[src/rtl/kmd_pkg.sv]
// ----------------------------------------------------------------------------
// kmd_pkg
// shared types, widths and codes of the key matrix debouncer
// ----------------------------------------------------------------------------
package kmd_pkg;

	localparam int ROWS_DEF    = 3;
	localparam int COLUMNS_DEF = 4;

	// field widths fixed by the beat formats
	localparam int ROW_W     = 2;
	localparam int MASK_W    = 4;
	localparam int COL_W     = 2;
	localparam int CNT_W     = 8;
	localparam int TKEY_W    = 4;
	localparam int CFG_IDX_W = 2;
	localparam int CFG_DAT_W = 8;
	localparam int KEY_IDX_W = 6;

	// one lane of a row word: stable bit above the mismatch counter
	localparam int LANE_W    = CNT_W + 1;
	localparam int MAX_LANES = MASK_W;

	localparam logic [CNT_W-1:0] THRESHOLD_RST = 8'd20;

	// record queue between the update stage and the output
	localparam int QDEPTH = 4;
	localparam int QPTR_W = $clog2(QDEPTH);
	localparam int QCNT_W = QPTR_W + 1;

	// pending slots of a record: two per lane, switch event first
	localparam int SLOT_N = 2 * MAX_LANES;
	localparam int SLOT_W = $clog2(SLOT_N);

	typedef enum logic [CFG_IDX_W-1:0] {
		REG_THRESHOLD  = 2'd0,
		REG_TOGGLE_KEY = 2'd1,
		REG_TOGGLE_EN  = 2'd2
	} cfg_reg_t;

	typedef enum logic {
		EVT_KEY    = 1'b0,
		EVT_SWITCH = 1'b1
	} evt_kind_t;

	// events caused by one row beat
	typedef struct packed {
		logic [ROW_W-1:0]     row;
		logic [MAX_LANES-1:0] key_evt;
		logic [MAX_LANES-1:0] tog_evt;
		logic [MAX_LANES-1:0] new_val;
		logic                 sw_prev;
	} kmd_rec_t;

	typedef struct packed {
		logic [CNT_W-1:0]  threshold;
		logic [TKEY_W-1:0] toggle_key;
		logic              toggle_en;
	} kmd_cfg_t;

endpackage

[src/rtl/kmd_if.sv]
// ----------------------------------------------------------------------------
// kmd_if
// valid/ready channels of the key matrix debouncer
// ----------------------------------------------------------------------------
interface kmd_in_if;
	logic       valid;
	logic       ready;
	logic [1:0] row_index;
	logic [3:0] pressed_mask;

	modport source (output valid, output row_index, output pressed_mask, input ready);
	modport sink (input valid, input row_index, input pressed_mask, output ready);
endinterface

interface kmd_out_if;
	logic       valid;
	logic       ready;
	logic       event_kind;
	logic [1:0] key_row;
	logic [1:0] key_column;
	logic       now_pressed;
	logic       switch_on;
	logic       last_of_run;

	modport source (output valid, output event_kind, output key_row, output key_column,
		output now_pressed, output switch_on, output last_of_run, input ready);
	modport sink (input valid, input event_kind, input key_row, input key_column,
		input now_pressed, input switch_on, input last_of_run, output ready);
endinterface

[src/rtl/kmd_row_mem.sv]
// ----------------------------------------------------------------------------
// kmd_row_mem
// per-row key state memory, one row word per entry, registered read
// ----------------------------------------------------------------------------
module kmd_row_mem
	import kmd_pkg::*;
#(
	parameter int ROWS  = ROWS_DEF,
	parameter int LANES = MAX_LANES,
	localparam int AW   = (ROWS > 1) ? $clog2(ROWS) : 1,
	localparam int DW   = LANES * LANE_W
) (
	input  logic          clk,
	input  logic          arst_n,
	input  logic          we,
	input  logic [AW-1:0] waddr,
	input  logic [DW-1:0] wdata,
	input  logic          re,
	input  logic [AW-1:0] raddr,
	output logic [DW-1:0] rdata
);

	logic [DW-1:0]   mem [ROWS];
	logic [ROWS-1:0] vld_q;
	logic [DW-1:0]   rdata_q;
	logic            rvld_q;

	always_ff @(posedge clk) begin
		if (we) begin
			mem[waddr] <= wdata;
		end
		if (re) begin
			rdata_q <= mem[raddr];
		end
	end

	// rows never written read as all released, counters zero
	always_ff @(posedge clk or negedge arst_n) begin
		if (!arst_n) begin
			vld_q  <= '0;
			rvld_q <= 1'b0;
		end else begin
			if (we) begin
				vld_q[waddr] <= 1'b1;
			end
			if (re) begin
				rvld_q <= vld_q[raddr];
			end
		end
	end

	assign rdata = rvld_q ? rdata_q : '0;

endmodule

[src/rtl/kmd_update.sv]
// ----------------------------------------------------------------------------
// kmd_update
// debounce update of one row word, all lanes side by side
// ----------------------------------------------------------------------------
module kmd_update
	import kmd_pkg::*;
#(
	parameter int COLUMNS = COLUMNS_DEF,
	parameter int LANES   = MAX_LANES,
	localparam int DW     = LANES * LANE_W
) (
	input  logic [DW-1:0]     row_word,
	input  logic [ROW_W-1:0]  row,
	input  logic [MASK_W-1:0] mask,
	input  kmd_cfg_t          cfg,
	input  logic              sw,
	output logic [DW-1:0]     new_word,
	output kmd_rec_t          rec,
	output logic              sw_after
);

	logic [MAX_LANES-1:0] key_evt;
	logic [MAX_LANES-1:0] tog_evt;
	logic [MAX_LANES-1:0] new_val;

	always_comb begin
		logic             stable;
		logic [CNT_W-1:0] cnt;
		logic [CNT_W-1:0] cnt_inc;
		logic             smp;
		logic [KEY_IDX_W-1:0] key;
		new_word = row_word;
		key_evt  = '0;
		tog_evt  = '0;
		new_val  = '0;
		for (int c = 0; c < LANES; c++) begin
			stable  = row_word[c*LANE_W + CNT_W];
			cnt     = row_word[c*LANE_W +: CNT_W];
			smp     = mask[c];
			key     = KEY_IDX_W'(row) * KEY_IDX_W'(COLUMNS) + KEY_IDX_W'(c);
			cnt_inc = (cnt < cfg.threshold) ? cnt + 1'b1 : cnt;
			new_val[c] = stable;
			if (smp == stable) begin
				new_word[c*LANE_W +: CNT_W] = '0;
			end else if (cnt_inc >= cfg.threshold) begin
				// debounced change
				new_word[c*LANE_W +: LANE_W] = {smp, {CNT_W{1'b0}}};
				new_val[c] = smp;
				key_evt[c] = 1'b1;
				tog_evt[c] = smp && cfg.toggle_en && (key == KEY_IDX_W'(cfg.toggle_key));
			end else begin
				new_word[c*LANE_W +: CNT_W] = cnt_inc;
			end
		end
	end

	// a row holds the toggle key at most once
	assign sw_after = sw ^ (|tog_evt);

	assign rec.row     = row;
	assign rec.key_evt = key_evt;
	assign rec.tog_evt = tog_evt;
	assign rec.new_val = new_val;
	assign rec.sw_prev = sw;

endmodule

[src/rtl/kmd_event_queue.sv]
// ----------------------------------------------------------------------------
// kmd_event_queue
// record queue and output serializer, one event beat per cycle while out_ch.ready holds
// ----------------------------------------------------------------------------
module kmd_event_queue
	import kmd_pkg::*;
(
	input  logic           clk,
	input  logic           arst_n,
	input  logic           push,
	input  kmd_rec_t       push_rec,
	input  logic           inflight,
	output logic           room,
	kmd_out_if.source      out_ch
);

	kmd_rec_t          fifo [QDEPTH];
	logic [QPTR_W-1:0] wr_ptr_q;
	logic [QPTR_W-1:0] rd_ptr_q;
	logic [QCNT_W-1:0] cnt_q;

	kmd_rec_t          cur_q;
	logic [SLOT_N-1:0] pend_q;
	logic              cur_vld_q;

	logic [SLOT_W-1:0]    sel;
	logic [SLOT_N-1:0]    sel_oh;
	logic [SLOT_N-1:0]    pend_left;
	logic [COL_W-1:0]     col;
	logic [MAX_LANES-1:0] upto;
	logic                 beat_done;
	logic                 load;
	logic                 pop;
	logic [SLOT_N-1:0]    load_pend;

	// the beat still in the update stage needs a slot too
	assign room = (cnt_q + QCNT_W'(inflight)) < QCNT_W'(QDEPTH);

	always_comb begin
		sel = '0;
		for (int j = SLOT_N - 1; j >= 0; j--) begin
			if (pend_q[j]) begin
				sel = SLOT_W'(j);
			end
		end
	end

	always_comb begin
		sel_oh      = '0;
		sel_oh[sel] = 1'b1;
	end

	assign pend_left = pend_q & ~sel_oh;
	assign col       = sel[SLOT_W-1:1];

	always_comb begin
		for (int c = 0; c < MAX_LANES; c++) begin
			upto[c] = (COL_W'(c) <= col);
		end
	end

	assign out_ch.valid       = cur_vld_q;
	assign out_ch.event_kind  = sel[0] ? EVT_KEY : EVT_SWITCH;
	assign out_ch.key_row     = cur_q.row;
	assign out_ch.key_column  = col;
	assign out_ch.now_pressed = sel[0] ? cur_q.new_val[col] : 1'b1;
	assign out_ch.switch_on   = cur_q.sw_prev ^ (|(cur_q.tog_evt & upto));
	assign out_ch.last_of_run = (pend_left == '0);

	assign beat_done = cur_vld_q && out_ch.ready && (pend_left == '0);
	assign load      = (cnt_q != '0) && (!cur_vld_q || beat_done);
	assign pop       = load;

	always_comb begin
		for (int c = 0; c < MAX_LANES; c++) begin
			load_pend[2*c]     = fifo[rd_ptr_q].tog_evt[c];
			load_pend[2*c + 1] = fifo[rd_ptr_q].key_evt[c];
		end
	end

	always_ff @(posedge clk) begin
		if (push) begin
			fifo[wr_ptr_q] <= push_rec;
		end
		if (load) begin
			cur_q <= fifo[rd_ptr_q];
		end
	end

	always_ff @(posedge clk or negedge arst_n) begin
		if (!arst_n) begin
			wr_ptr_q  <= '0;
			rd_ptr_q  <= '0;
			cnt_q     <= '0;
			pend_q    <= '0;
			cur_vld_q <= 1'b0;
		end else begin
			if (push) begin
				wr_ptr_q <= wr_ptr_q + 1'b1;
			end
			if (pop) begin
				rd_ptr_q <= rd_ptr_q + 1'b1;
			end
			cnt_q <= cnt_q + QCNT_W'(push) - QCNT_W'(pop);
			if (load) begin
				pend_q    <= load_pend;
				cur_vld_q <= 1'b1;
			end else if (beat_done) begin
				pend_q    <= '0;
				cur_vld_q <= 1'b0;
			end else if (cur_vld_q && out_ch.ready) begin
				pend_q <= pend_left;
			end
		end
	end

endmodule

[src/rtl/key_matrix_debouncer_unit.sv]
// ----------------------------------------------------------------------------
// key_matrix_debouncer_unit
// debounces a scanned key matrix and reports key and switch events
// ----------------------------------------------------------------------------
// usage:
//  in_ch carries one scanned row per beat: row_index and an active-high mask
//  of pressed columns. out_ch carries event beats: a key state change, or a
//  switch toggle that comes right before the press of the toggle key.
//  last_of_run marks the final event of one row beat; a row that changes no
//  key gives no beat at all.
//  cfg_we/cfg_index/cfg_data write threshold, toggle key and toggle enable;
//  write only while no row beat is in flight.
// timing:
//  a row beat is taken every cycle while the record queue has room. The key
//  state of a row sits in one memory word; the read is registered, update
//  and write-back follow in the stage after it, and each record then passes
//  the record queue and the current-record register on its way out. Events
//  leave at one per cycle while out_ch.ready holds, which sets the rate.
// reset and stall:
//  reset marks every row word as unwritten (all released, counters zero),
//  switch off, registers at their defaults. A stalled output fills a
//  four-record queue, after which in_ch.ready drops.
// ----------------------------------------------------------------------------
module key_matrix_debouncer_unit
	import kmd_pkg::*;
#(
	parameter int ROWS    = ROWS_DEF,
	parameter int COLUMNS = COLUMNS_DEF
) (
	input  logic                 clk,
	input  logic                 arst_n,
	input  logic                 cfg_we,
	input  logic [CFG_IDX_W-1:0] cfg_index,
	input  logic [CFG_DAT_W-1:0] cfg_data,
	kmd_in_if.sink               in_ch,
	kmd_out_if.source            out_ch
);

	// mask only reaches four columns
	localparam int LANES = (COLUMNS < MAX_LANES) ? COLUMNS : MAX_LANES;
	localparam int AW    = (ROWS > 1) ? $clog2(ROWS) : 1;
	localparam int DW    = LANES * LANE_W;

	// configuration registers
	kmd_cfg_t cfg_q;

	always_ff @(posedge clk or negedge arst_n) begin
		if (!arst_n) begin
			cfg_q.threshold  <= THRESHOLD_RST;
			cfg_q.toggle_key <= '0;
			cfg_q.toggle_en  <= 1'b1;
		end else if (cfg_we) begin
			unique case (cfg_reg_t'(cfg_index))
				REG_THRESHOLD:  cfg_q.threshold  <= cfg_data;
				REG_TOGGLE_KEY: cfg_q.toggle_key <= cfg_data[TKEY_W-1:0];
				REG_TOGGLE_EN:  cfg_q.toggle_en  <= cfg_data[0];
				default:        ;
			endcase
		end
	end

	// input beat and row check
	logic          in_acc;
	logic          row_ok;
	logic [AW-1:0] in_addr;
	logic          room;

	assign in_acc     = in_ch.valid && in_ch.ready;
	assign row_ok     = (4'(in_ch.row_index) < 4'(ROWS));
	assign in_addr    = AW'(in_ch.row_index);
	assign in_ch.ready = room;

	// stage 1: memory read in flight, update and write-back
	logic              v_s1;
	logic              ok_s1;
	logic [ROW_W-1:0]  row_s1;
	logic [AW-1:0]     addr_s1;
	logic [MASK_W-1:0] mask_s1;

	always_ff @(posedge clk) begin
		if (in_acc) begin
			ok_s1   <= row_ok;
			row_s1  <= in_ch.row_index;
			addr_s1 <= in_addr;
			mask_s1 <= in_ch.pressed_mask;
		end
	end

	always_ff @(posedge clk or negedge arst_n) begin
		if (!arst_n) begin
			v_s1 <= 1'b0;
		end else begin
			v_s1 <= in_acc;
		end
	end

	logic [DW-1:0] mem_rdata;
	logic [DW-1:0] cur_word;
	logic [DW-1:0] new_word;
	logic          we;
	kmd_rec_t      rec;
	logic          sw_q;
	logic          sw_after;

	// last cycle's write-back, for a read that raced it
	logic          wr_vld_q;
	logic [AW-1:0] wr_addr_q;
	logic [DW-1:0] wr_data_q;

	assign we = v_s1 && ok_s1;

	kmd_row_mem #(
		.ROWS  (ROWS),
		.LANES (LANES)
	) u_mem (
		.clk    (clk),
		.arst_n (arst_n),
		.we     (we),
		.waddr  (addr_s1),
		.wdata  (new_word),
		.re     (in_acc && row_ok),
		.raddr  (in_addr),
		.rdata  (mem_rdata)
	);

	// back-to-back beats on one row: the read saw the word before the write
	assign cur_word = (wr_vld_q && (wr_addr_q == addr_s1)) ? wr_data_q : mem_rdata;

	kmd_update #(
		.COLUMNS (COLUMNS),
		.LANES   (LANES)
	) u_update (
		.row_word (cur_word),
		.row      (row_s1),
		.mask     (mask_s1),
		.cfg      (cfg_q),
		.sw       (sw_q),
		.new_word (new_word),
		.rec      (rec),
		.sw_after (sw_after)
	);

	always_ff @(posedge clk) begin
		wr_addr_q <= addr_s1;
		wr_data_q <= new_word;
	end

	always_ff @(posedge clk or negedge arst_n) begin
		if (!arst_n) begin
			wr_vld_q <= 1'b0;
			sw_q     <= 1'b0;
		end else begin
			wr_vld_q <= we;
			if (we) begin
				sw_q <= sw_after;
			end
		end
	end

	// records with at least one event go to the output queue
	logic push;

	assign push = we && (rec.key_evt != '0);

	kmd_event_queue u_queue (
		.clk      (clk),
		.arst_n   (arst_n),
		.push     (push),
		.push_rec (rec),
		.inflight (v_s1),
		.room     (room),
		.out_ch   (out_ch)
	);

	// every accepted row beat reaches the update stage next cycle
	a_beat_to_s1: assert property (@(posedge clk) disable iff (!arst_n)
		in_acc |=> v_s1)
		else $error("row beat did not reach the update stage");

	// an out-of-range row never writes state
	a_bad_row_no_write: assert property (@(posedge clk) disable iff (!arst_n)
		(v_s1 && !ok_s1) |=> !wr_vld_q)
		else $error("out-of-range row wrote the key memory");

	// the switch only moves on an update of a valid row
	a_switch_moves: assert property (@(posedge clk) disable iff (!arst_n)
		(sw_q != $past(sw_q)) |-> $past(we))
		else $error("switch state changed without a row update");

	// after a push the output turns valid once the record has passed the queue and cur_q
	a_record_shows: assert property (@(posedge clk) disable iff (!arst_n)
		push |-> ##2 out_ch.valid)
		else $error("queued events did not reach the output");

endmodule

[src/flat_wrapper.sv]
// flat-port wrapper written by rule: the top's interface ports become plain ports
module key_matrix_debouncer_unit_flat import kmd_pkg::*;
#(
	parameter int ROWS    = ROWS_DEF,
	parameter int COLUMNS = COLUMNS_DEF
)
  (clk, arst_n, cfg_we, cfg_index, cfg_data, in_ch_valid, in_ch_row_index, in_ch_pressed_mask, in_ch_ready, out_ch_valid, out_ch_event_kind, out_ch_key_row, out_ch_key_column, out_ch_now_pressed, out_ch_switch_on, out_ch_last_of_run, out_ch_ready);
  kmd_in_if in_ch_i ();
  kmd_out_if out_ch_i ();
  input  logic clk;
  input  logic arst_n;
  input  logic cfg_we;
  input  logic [CFG_IDX_W-1:0] cfg_index;
  input  logic [CFG_DAT_W-1:0] cfg_data;
  input wire logic [$bits(in_ch_i.valid)-1:0] in_ch_valid;
  input wire logic [$bits(in_ch_i.row_index)-1:0] in_ch_row_index;
  input wire logic [$bits(in_ch_i.pressed_mask)-1:0] in_ch_pressed_mask;
  output wire logic [$bits(in_ch_i.ready)-1:0] in_ch_ready;
  output wire logic [$bits(out_ch_i.valid)-1:0] out_ch_valid;
  output wire logic [$bits(out_ch_i.event_kind)-1:0] out_ch_event_kind;
  output wire logic [$bits(out_ch_i.key_row)-1:0] out_ch_key_row;
  output wire logic [$bits(out_ch_i.key_column)-1:0] out_ch_key_column;
  output wire logic [$bits(out_ch_i.now_pressed)-1:0] out_ch_now_pressed;
  output wire logic [$bits(out_ch_i.switch_on)-1:0] out_ch_switch_on;
  output wire logic [$bits(out_ch_i.last_of_run)-1:0] out_ch_last_of_run;
  input wire logic [$bits(out_ch_i.ready)-1:0] out_ch_ready;
  assign in_ch_i.valid = in_ch_valid;
  assign in_ch_i.row_index = in_ch_row_index;
  assign in_ch_i.pressed_mask = in_ch_pressed_mask;
  assign in_ch_ready = in_ch_i.ready;
  assign out_ch_valid = out_ch_i.valid;
  assign out_ch_event_kind = out_ch_i.event_kind;
  assign out_ch_key_row = out_ch_i.key_row;
  assign out_ch_key_column = out_ch_i.key_column;
  assign out_ch_now_pressed = out_ch_i.now_pressed;
  assign out_ch_switch_on = out_ch_i.switch_on;
  assign out_ch_last_of_run = out_ch_i.last_of_run;
  assign out_ch_i.ready = out_ch_ready;
  key_matrix_debouncer_unit #(.ROWS(ROWS), .COLUMNS(COLUMNS)) u_core (.clk(clk), .arst_n(arst_n), .cfg_we(cfg_we), .cfg_index(cfg_index), .cfg_data(cfg_data), .in_ch(in_ch_i), .out_ch(out_ch_i));
endmodule
[config.mk]
export PLATFORM = sky130hd
export DESIGN_NAME = key_matrix_debouncer_unit_flat
export DESIGN_NICKNAME = d
export VERILOG_FILES = /design/src/rtl/kmd_pkg.sv /design/src/rtl/kmd_if.sv /design/src/rtl/kmd_row_mem.sv /design/src/rtl/kmd_update.sv /design/src/rtl/kmd_event_queue.sv /design/src/rtl/key_matrix_debouncer_unit.sv /design/src/flat_wrapper.sv
export SDC_FILE = /design/constraint.sdc
export NUM_CORES = 1
export LEC_CHECK = 0
export BUFFER_PORTS_ARGS = -buffer_cell sky130_fd_sc_hd__buf_2
export CAP_MARGIN = 25
export CORE_ASPECT_RATIO = 0.7
export CORE_MARGIN = 2
export CORE_UTILIZATION = 57
export CTS_BUF_LIST = sky130_fd_sc_hd__clkbuf_16
export DETAILED_ROUTE_END_ITERATION = 12
export GPL_TIMING_DRIVEN = 0
export PLACE_DENSITY = 0.73
export SYNTH_ARGS = -nofsm -noshare
export SYNTH_HDL_FRONTEND = slang
export SYNTH_SLANG_ARGS = --single-unit
[constraint.sdc]
create_clock -name clk -period 5.9 [get_ports clk]
set_input_delay 0.59 -clock clk [delete_from_list [all_inputs] [get_ports clk]]
set_output_delay 0.59 -clock clk [all_outputs]
set_load 0.02 [all_outputs]
Yosys cells after proc, flatten, opt, wreduce, memory -nomap -nowiden
Memory sizes are Yosys's and may differ from the RTL's. A register that Yosys moved wholly into a read port is not among the register bits.
Index checks and enable logic that the tools add are counted.
{"block": "word_totals", "wordCells": 169, "regBits": 92, "out_inout_bits": 10, "ramBits": 168, "n_memories": 2, "inputBits": 21}
{"memory": "u_core.u_mem.mem", "words": 3, "width": 36, "read_ports": 1, "rd_ports_with_merged_regs": 1, "write_ports": 1, "line_no": "kmd_row_mem.sv:23", "source": "logic [DW-1:0] mem [ROWS];"}
{"memory": "u_core.u_queue.fifo", "words": 4, "width": 15, "read_ports": 1, "rd_ports_with_merged_regs": 0, "write_ports": 1, "line_no": "kmd_event_queue.sv:17", "source": "kmd_rec_t fifo [QDEPTH];"}
{"block": "op_classes", "n_eq_ne": 11, "reduce_logical": 31, "magnitude_cmp": 20, "muxes": 65, "bitwise_logic": 6, "n_addsub": 12}
{"op": "8-bit 2-to-1 mux", "n": 15}
{"op": "36-bit 2-to-1 mux", "n": 2}
{"op": "1-bit 2-to-1 mux", "n": 36}
{"op": "8-bit by 1-bit adder with 8-bit output (second input constant)", "n": 4}
{"op": "8-bit >= comparator", "n": 4}
{"op": "8-bit < comparator", "n": 4}
{"op": "3-bit 2-to-1 mux", "n": 8}
{"op": "1-bit logical AND", "n": 18}
{"op": "5-bit by 4-bit == test with 1-bit output", "n": 3}
{"op": "4-bit by 2-bit adder with 5-bit output (second input constant)", "n": 2}
{"op": "2-bit by 3-bit < comparator with 1-bit output (second input constant)", "n": 3}
{"op": "8-bit AND", "n": 1}
{"op": "8-bit logical NOT", "n": 1}
{"op": "8-bit inverter", "n": 1}
{"op": "4-bit OR reduction", "n": 2}
{"op": "3-bit by 1-bit adder with 3-bit output", "n": 2}
{"op": "2-bit AND reduction", "n": 3}
{"op": "3-bit nonzero test", "n": 2}
{"op": "4-bit by 1-bit adder with 5-bit output (second input constant)", "n": 1}
{"op": "2-bit by 1-bit adder with 2-bit output (second input constant)", "n": 2}
{"op": "4-bit AND", "n": 1}
{"op": "1-bit binary-select mux with 2-bit select", "n": 2}
{"op": "1-bit == test", "n": 4}
{"op": "4-bit == test", "n": 1}
{"op": "other kinds (20)", "n": 23}

Longest topological paths before layout
{"block": "logic_depth", "depth_word": 19, "ltp_mapped": 32, "depth_no_buf": 27}

Modules after synthesis
A second synthesis with hierarchy kept.
{"block": "unflattened", "hier_cells": 989, "hier_area_um2": 13792.0}
{"module": "kmd_row_mem", "seq_area_each_um2": 4424.2, "area_per_inst_um2": 5505.3, "n_inst": 1, "cells_per_inst": 318}
{"module": "kmd_event_queue", "seq_area_each_um2": 2532.4, "area_per_inst_um2": 3594.7, "n_inst": 1, "cells_per_inst": 206}
{"module": "kmd_update", "seq_area_each_um2": 0.0, "area_per_inst_um2": 2511.2, "n_inst": 1, "cells_per_inst": 338}
{"module": "key_matrix_debouncer_unit", "seq_area_each_um2": 1375.1, "area_per_inst_um2": 2180.8, "n_inst": 1, "cells_per_inst": 127}

Least setup slack after synthesis
Ideal clock, no wire load.
{"block": "synth_timing", "path_kind": "register -> register", "start": "register u_core.row_s1[0] (netlist name)", "end": "register u_core.u_queue.cnt_q[2]", "synth_period_minus_slack_ns": 6.404, "setup_time_ns": 0.124, "path_stages_with_launch": 32, "required_time_ns": 5.776, "path_slack_ns": -0.504, "n_path_buf": 6, "t_arrival_ns": 6.280, "cell_sequence": "edfxtp_1 > buf_6 > xnor2_2 > and3_1 > buf_6 > buf_6 > buf_4 > buf_2 > a21oi_1 > inv_1 > ha_1 > a21o_1 > a21o_1 > a221o_1 > a31o_2 > clkbuf_1 > nor2_1 > xnor2_1 > ha_1 > a21o_1 > a221oi_2 > o21ai_0 > and2_4 > o31a_4 > inv_1 > ha_1 > inv_1 > ha_1 > inv_1 > fa_1 > xnor2_1 > xnor2_1"}
{"item": "to (signal assigned)", "line_no": "kmd_event_queue.sv:104", "source": "cnt_q <= cnt_q + QCNT_W'(push) - QCNT_W'(pop);"}
{"item": "to (decl)", "line_no": "kmd_event_queue.sv:20", "source": "logic [QCNT_W-1:0] cnt_q;"}

==> impl_metrics.ini <==
[sta]
grt_setup_unrepaired = true
fmax_mhz = 166.3
worst_pin_slew_ns = 1.019
clock_skew_ns = 0.01881
relSlewSlack_pct = 31.55
setup_violations = 2
final_max_slew_viol_count = 0
min_period_ns = 6.014
setup_ws_ns = -0.1139
tns_ns = -0.1481
hold_viol = 0
finalCritPeriodShare_pct = 101.9

[hold_path]
min_path_type = primary input to async pin

[worst_setup_path]
worstSetupPathType = flip-flop to flip-flop
critPathMaxStageDelay_ns = 0.45
cp_max_fo = 10
required_ns = 6.34
critPathSlowestCell = o31ai_4
critPathCaptureType = flip-flop
critical_path_arrival_ns = 6.45
cp-start-kind = flip-flop

[yosys]
netlist.area_leader.share_pct = 48.60
ys.flop_type = edfxtp_1
yosysSeqAreaShare_pct = 60.74
syn_inst = 1052
syn_avg_cell_area_um2 = 13.04
yosys-top-cells-area = edfxtp_1 (49%), ha_1 (6.4%), dfrtp_1 (6.0%)
synth_seq_cells = 296
ys_warn_count = 0
yosys.cell_types.count = 77
netlist_area_mm2 = 0.01372
async_flop_share_pct = 12.16
synth_nets = 1144
synth_edf_count = 222
yosysTopAreaCell = edfxtp_1

[floorplanning]
die_x_um = 189.4
io-pin-count = 31
dieArea_mm2 = 0.02534
fp-row-count = 47
coreArea_mm2 = 0.02364
fp.dieH_um = 133.8
start_util_pct = 58.02

[layout]
fin_nets = 1273
final_cell_mix = edfxtp_1 (222), nand2_1 (107), o21ai_0 (68), buf_4 (60), ha_1 (59)
final-seq-area_mm2 = 0.008332
finalNonFillerCells = 1521
final_core_util_pct = 70.47
n_fill_cell = 1582
layout-drive-gt1-share_pct = 25.94
diodes = 0
multi_input_area_mm2 = 0.005684
syn2layout_area_growth_pct = 21.45
layout_commonest_cell = edfxtp_1

[place]
dp_cells = 1410
dp_hpwl_um = 22470
portBuffers = 30
gp_congestion = 0.9274
place_ws_ns = -1.590

[detailed_routing]
dr.pass1.iters = 7
wl_um = 34690
vias_per_cell = 6.089
dr.first_iter.drc_count = 960
vias = 9262
antenna_left = 0
wl_per_cell_um = 22.81
drc = 0

[clocking]
hold_buffers = 0
cts_buffers = 28
clockBufferDepth = 3
cts_tree = built
ctsHtreeMaxLevel = 1
cts.sinks = 296
worstSkewPairLatency_ns = 0.56
clkTransAtPathRegs_ns = 0.06
clockRootBuffer = clkbuf_16

[run_status]
status = finished with violations
violations = negative setup slack

[power]
fin_total_pwr_mw = 8.557
p_leak_nw = 6.466
max-vdd-ir-drop_mv = 0.3667
power_density_mw_per_mm2 = 513.6

[global_routing]
grt_pass1_vias = 8937
grt_pass1_wl_um = 51490
grt_usage_pct = 26.91
grt_max_degree = 37
antenna_found_initial = 0
grt_overflow_total = 0

[run]
maxCapViolations = 0
power breakdown:
group / internal, mW / switching, mW
clock network: 1.02 / 0.774
logic: 1.50 / 2.15
registers: 2.87 / 0.246
state kept, by name (all words and copies together), names as in the netlist, 2 cells and up:
signal                         flops
u_core.u_mem.mem                 108
u_core.row_s1                      2
u_core.u_queue.cur_q               9
u_core.u_mem.vld_q                 3
u_core.u_queue.rd_ptr_q            2
u_core.u_queue.wr_ptr_q            2
u_core.u_mem.rdata_q              36
u_core.wr_addr_q                   2
u_core.u_queue.cnt_q               3
u_core.mask_s1                     4
u_core.u_queue.pend_q              8
u_core.u_queue.out_ch.key_row      2
u_core.wr_data_q                  36
u_core.u_queue.fifo               60
u_core.cfg_q                      13
critical path: cells and delay by family, from the launching register on:
kind	cells	cell delay [ns]
DFF	1	0.42
and+or+nand+nor	3	0.45
AOI/OAI and AO/OA	11	2.23
buffers and inverters	7	0.73
xor gates and xnor gates	4	0.78
adders and majority gates	5	1.28
per-layer routing:
layer	track usage (%)	vias to the layer above	routed length (um)
li1	-	4174	-
met2	39.74	427	15070
met4	6.589	0	818
met5	0	-	0
met3	5.887	70	3352
met1	40.96	4591	15450
synth_stat cells, types with 19 or more instances:
library cell    n
nand3_1        19
edfxtp_1      222
clkbuf_1       20
dfrtp_1        33
ha_1           70
nor2_1         39
o21ai_0        75
a21oi_1        36
dfxtp_1        38
mux2i_1        40
nand2_1       112
xnor2_1        33
inv_1          54
and3_1         27
worst paths after layout:
check | slack (ns) | startpoint | endpoint | depth (start not counted)
max reg2reg | -0.11 | u_core.row_s1[0]$_DFFE_PP_ | u_core.u_queue.cnt_q[2]$_DFF_PN0_ | 30
min in group clk | 0.21 | in_ch_pressed_mask[0] | u_core.mask_s1[0]$_DFFE_PP_ | 1
max | -0.11 | u_core.row_s1[0]$_DFFE_PP_ | u_core.u_queue.cnt_q[2]$_DFF_PN0_ | 30
max in group asynchronous | 5.13 | arst_n | u_core.cfg_q[11]$_DFFE_PN0P_ | 1
min | 0.17 | arst_n | u_core.u_queue.pend_q[2]$_DFFE_PN0P_ | 1
min reg2reg | 0.48 | u_core.u_mem.vld_q[2]$_DFFE_PN0P_ | u_core.u_mem.vld_q[2]$_DFFE_PN0P_ | 1
layout make-up:
| type | count | share of cell area (%) |
|---|---|---|
| flip-flops and latches | 296 | 50.01 |
| multi-input cells | 660 | 34.12 |
| repair buffers | 101 | 4.747 |
| clock buffers | 29 | 4.356 |
| well taps | 318 | 2.388 |
| plain buffers | 40 | 2.020 |
| inverters | 54 | 1.232 |
| clock inverters | 23 | 1.127 |
metrics by stage:
step	instance area (um2)	hold slack, ns
2_1_floorplan	13860	0.2944
3_3_place_gp	14410	0.4486
3_5_place_dp	14540	0.4577
4_1_cts	16300	0.2017
5_1_grt	16660	0.2021
6_report	16660	0.1703
repair_timing:
item,CTS,global route
setup buffers,40,20
cloned,1,1
gates resized for setup,105,49
endpoints found under the setup margin,166,62
pin swaps,41,29
cells by family after synthesis:
| logic type | after synthesis | synth area share (%) |
|---|---|---|
| xor+xnor | 46 | 3.101 |
| fa+ha+maj | 71 | 6.531 |
| compound gates | 200 | 10.02 |
| flops | 296 | 60.74 |
| mux | 70 | 6.723 |
| buf+inv | 96 | 3.019 |
| simple gates | 273 | 9.869 |
(Power assumes the default switching activity.)
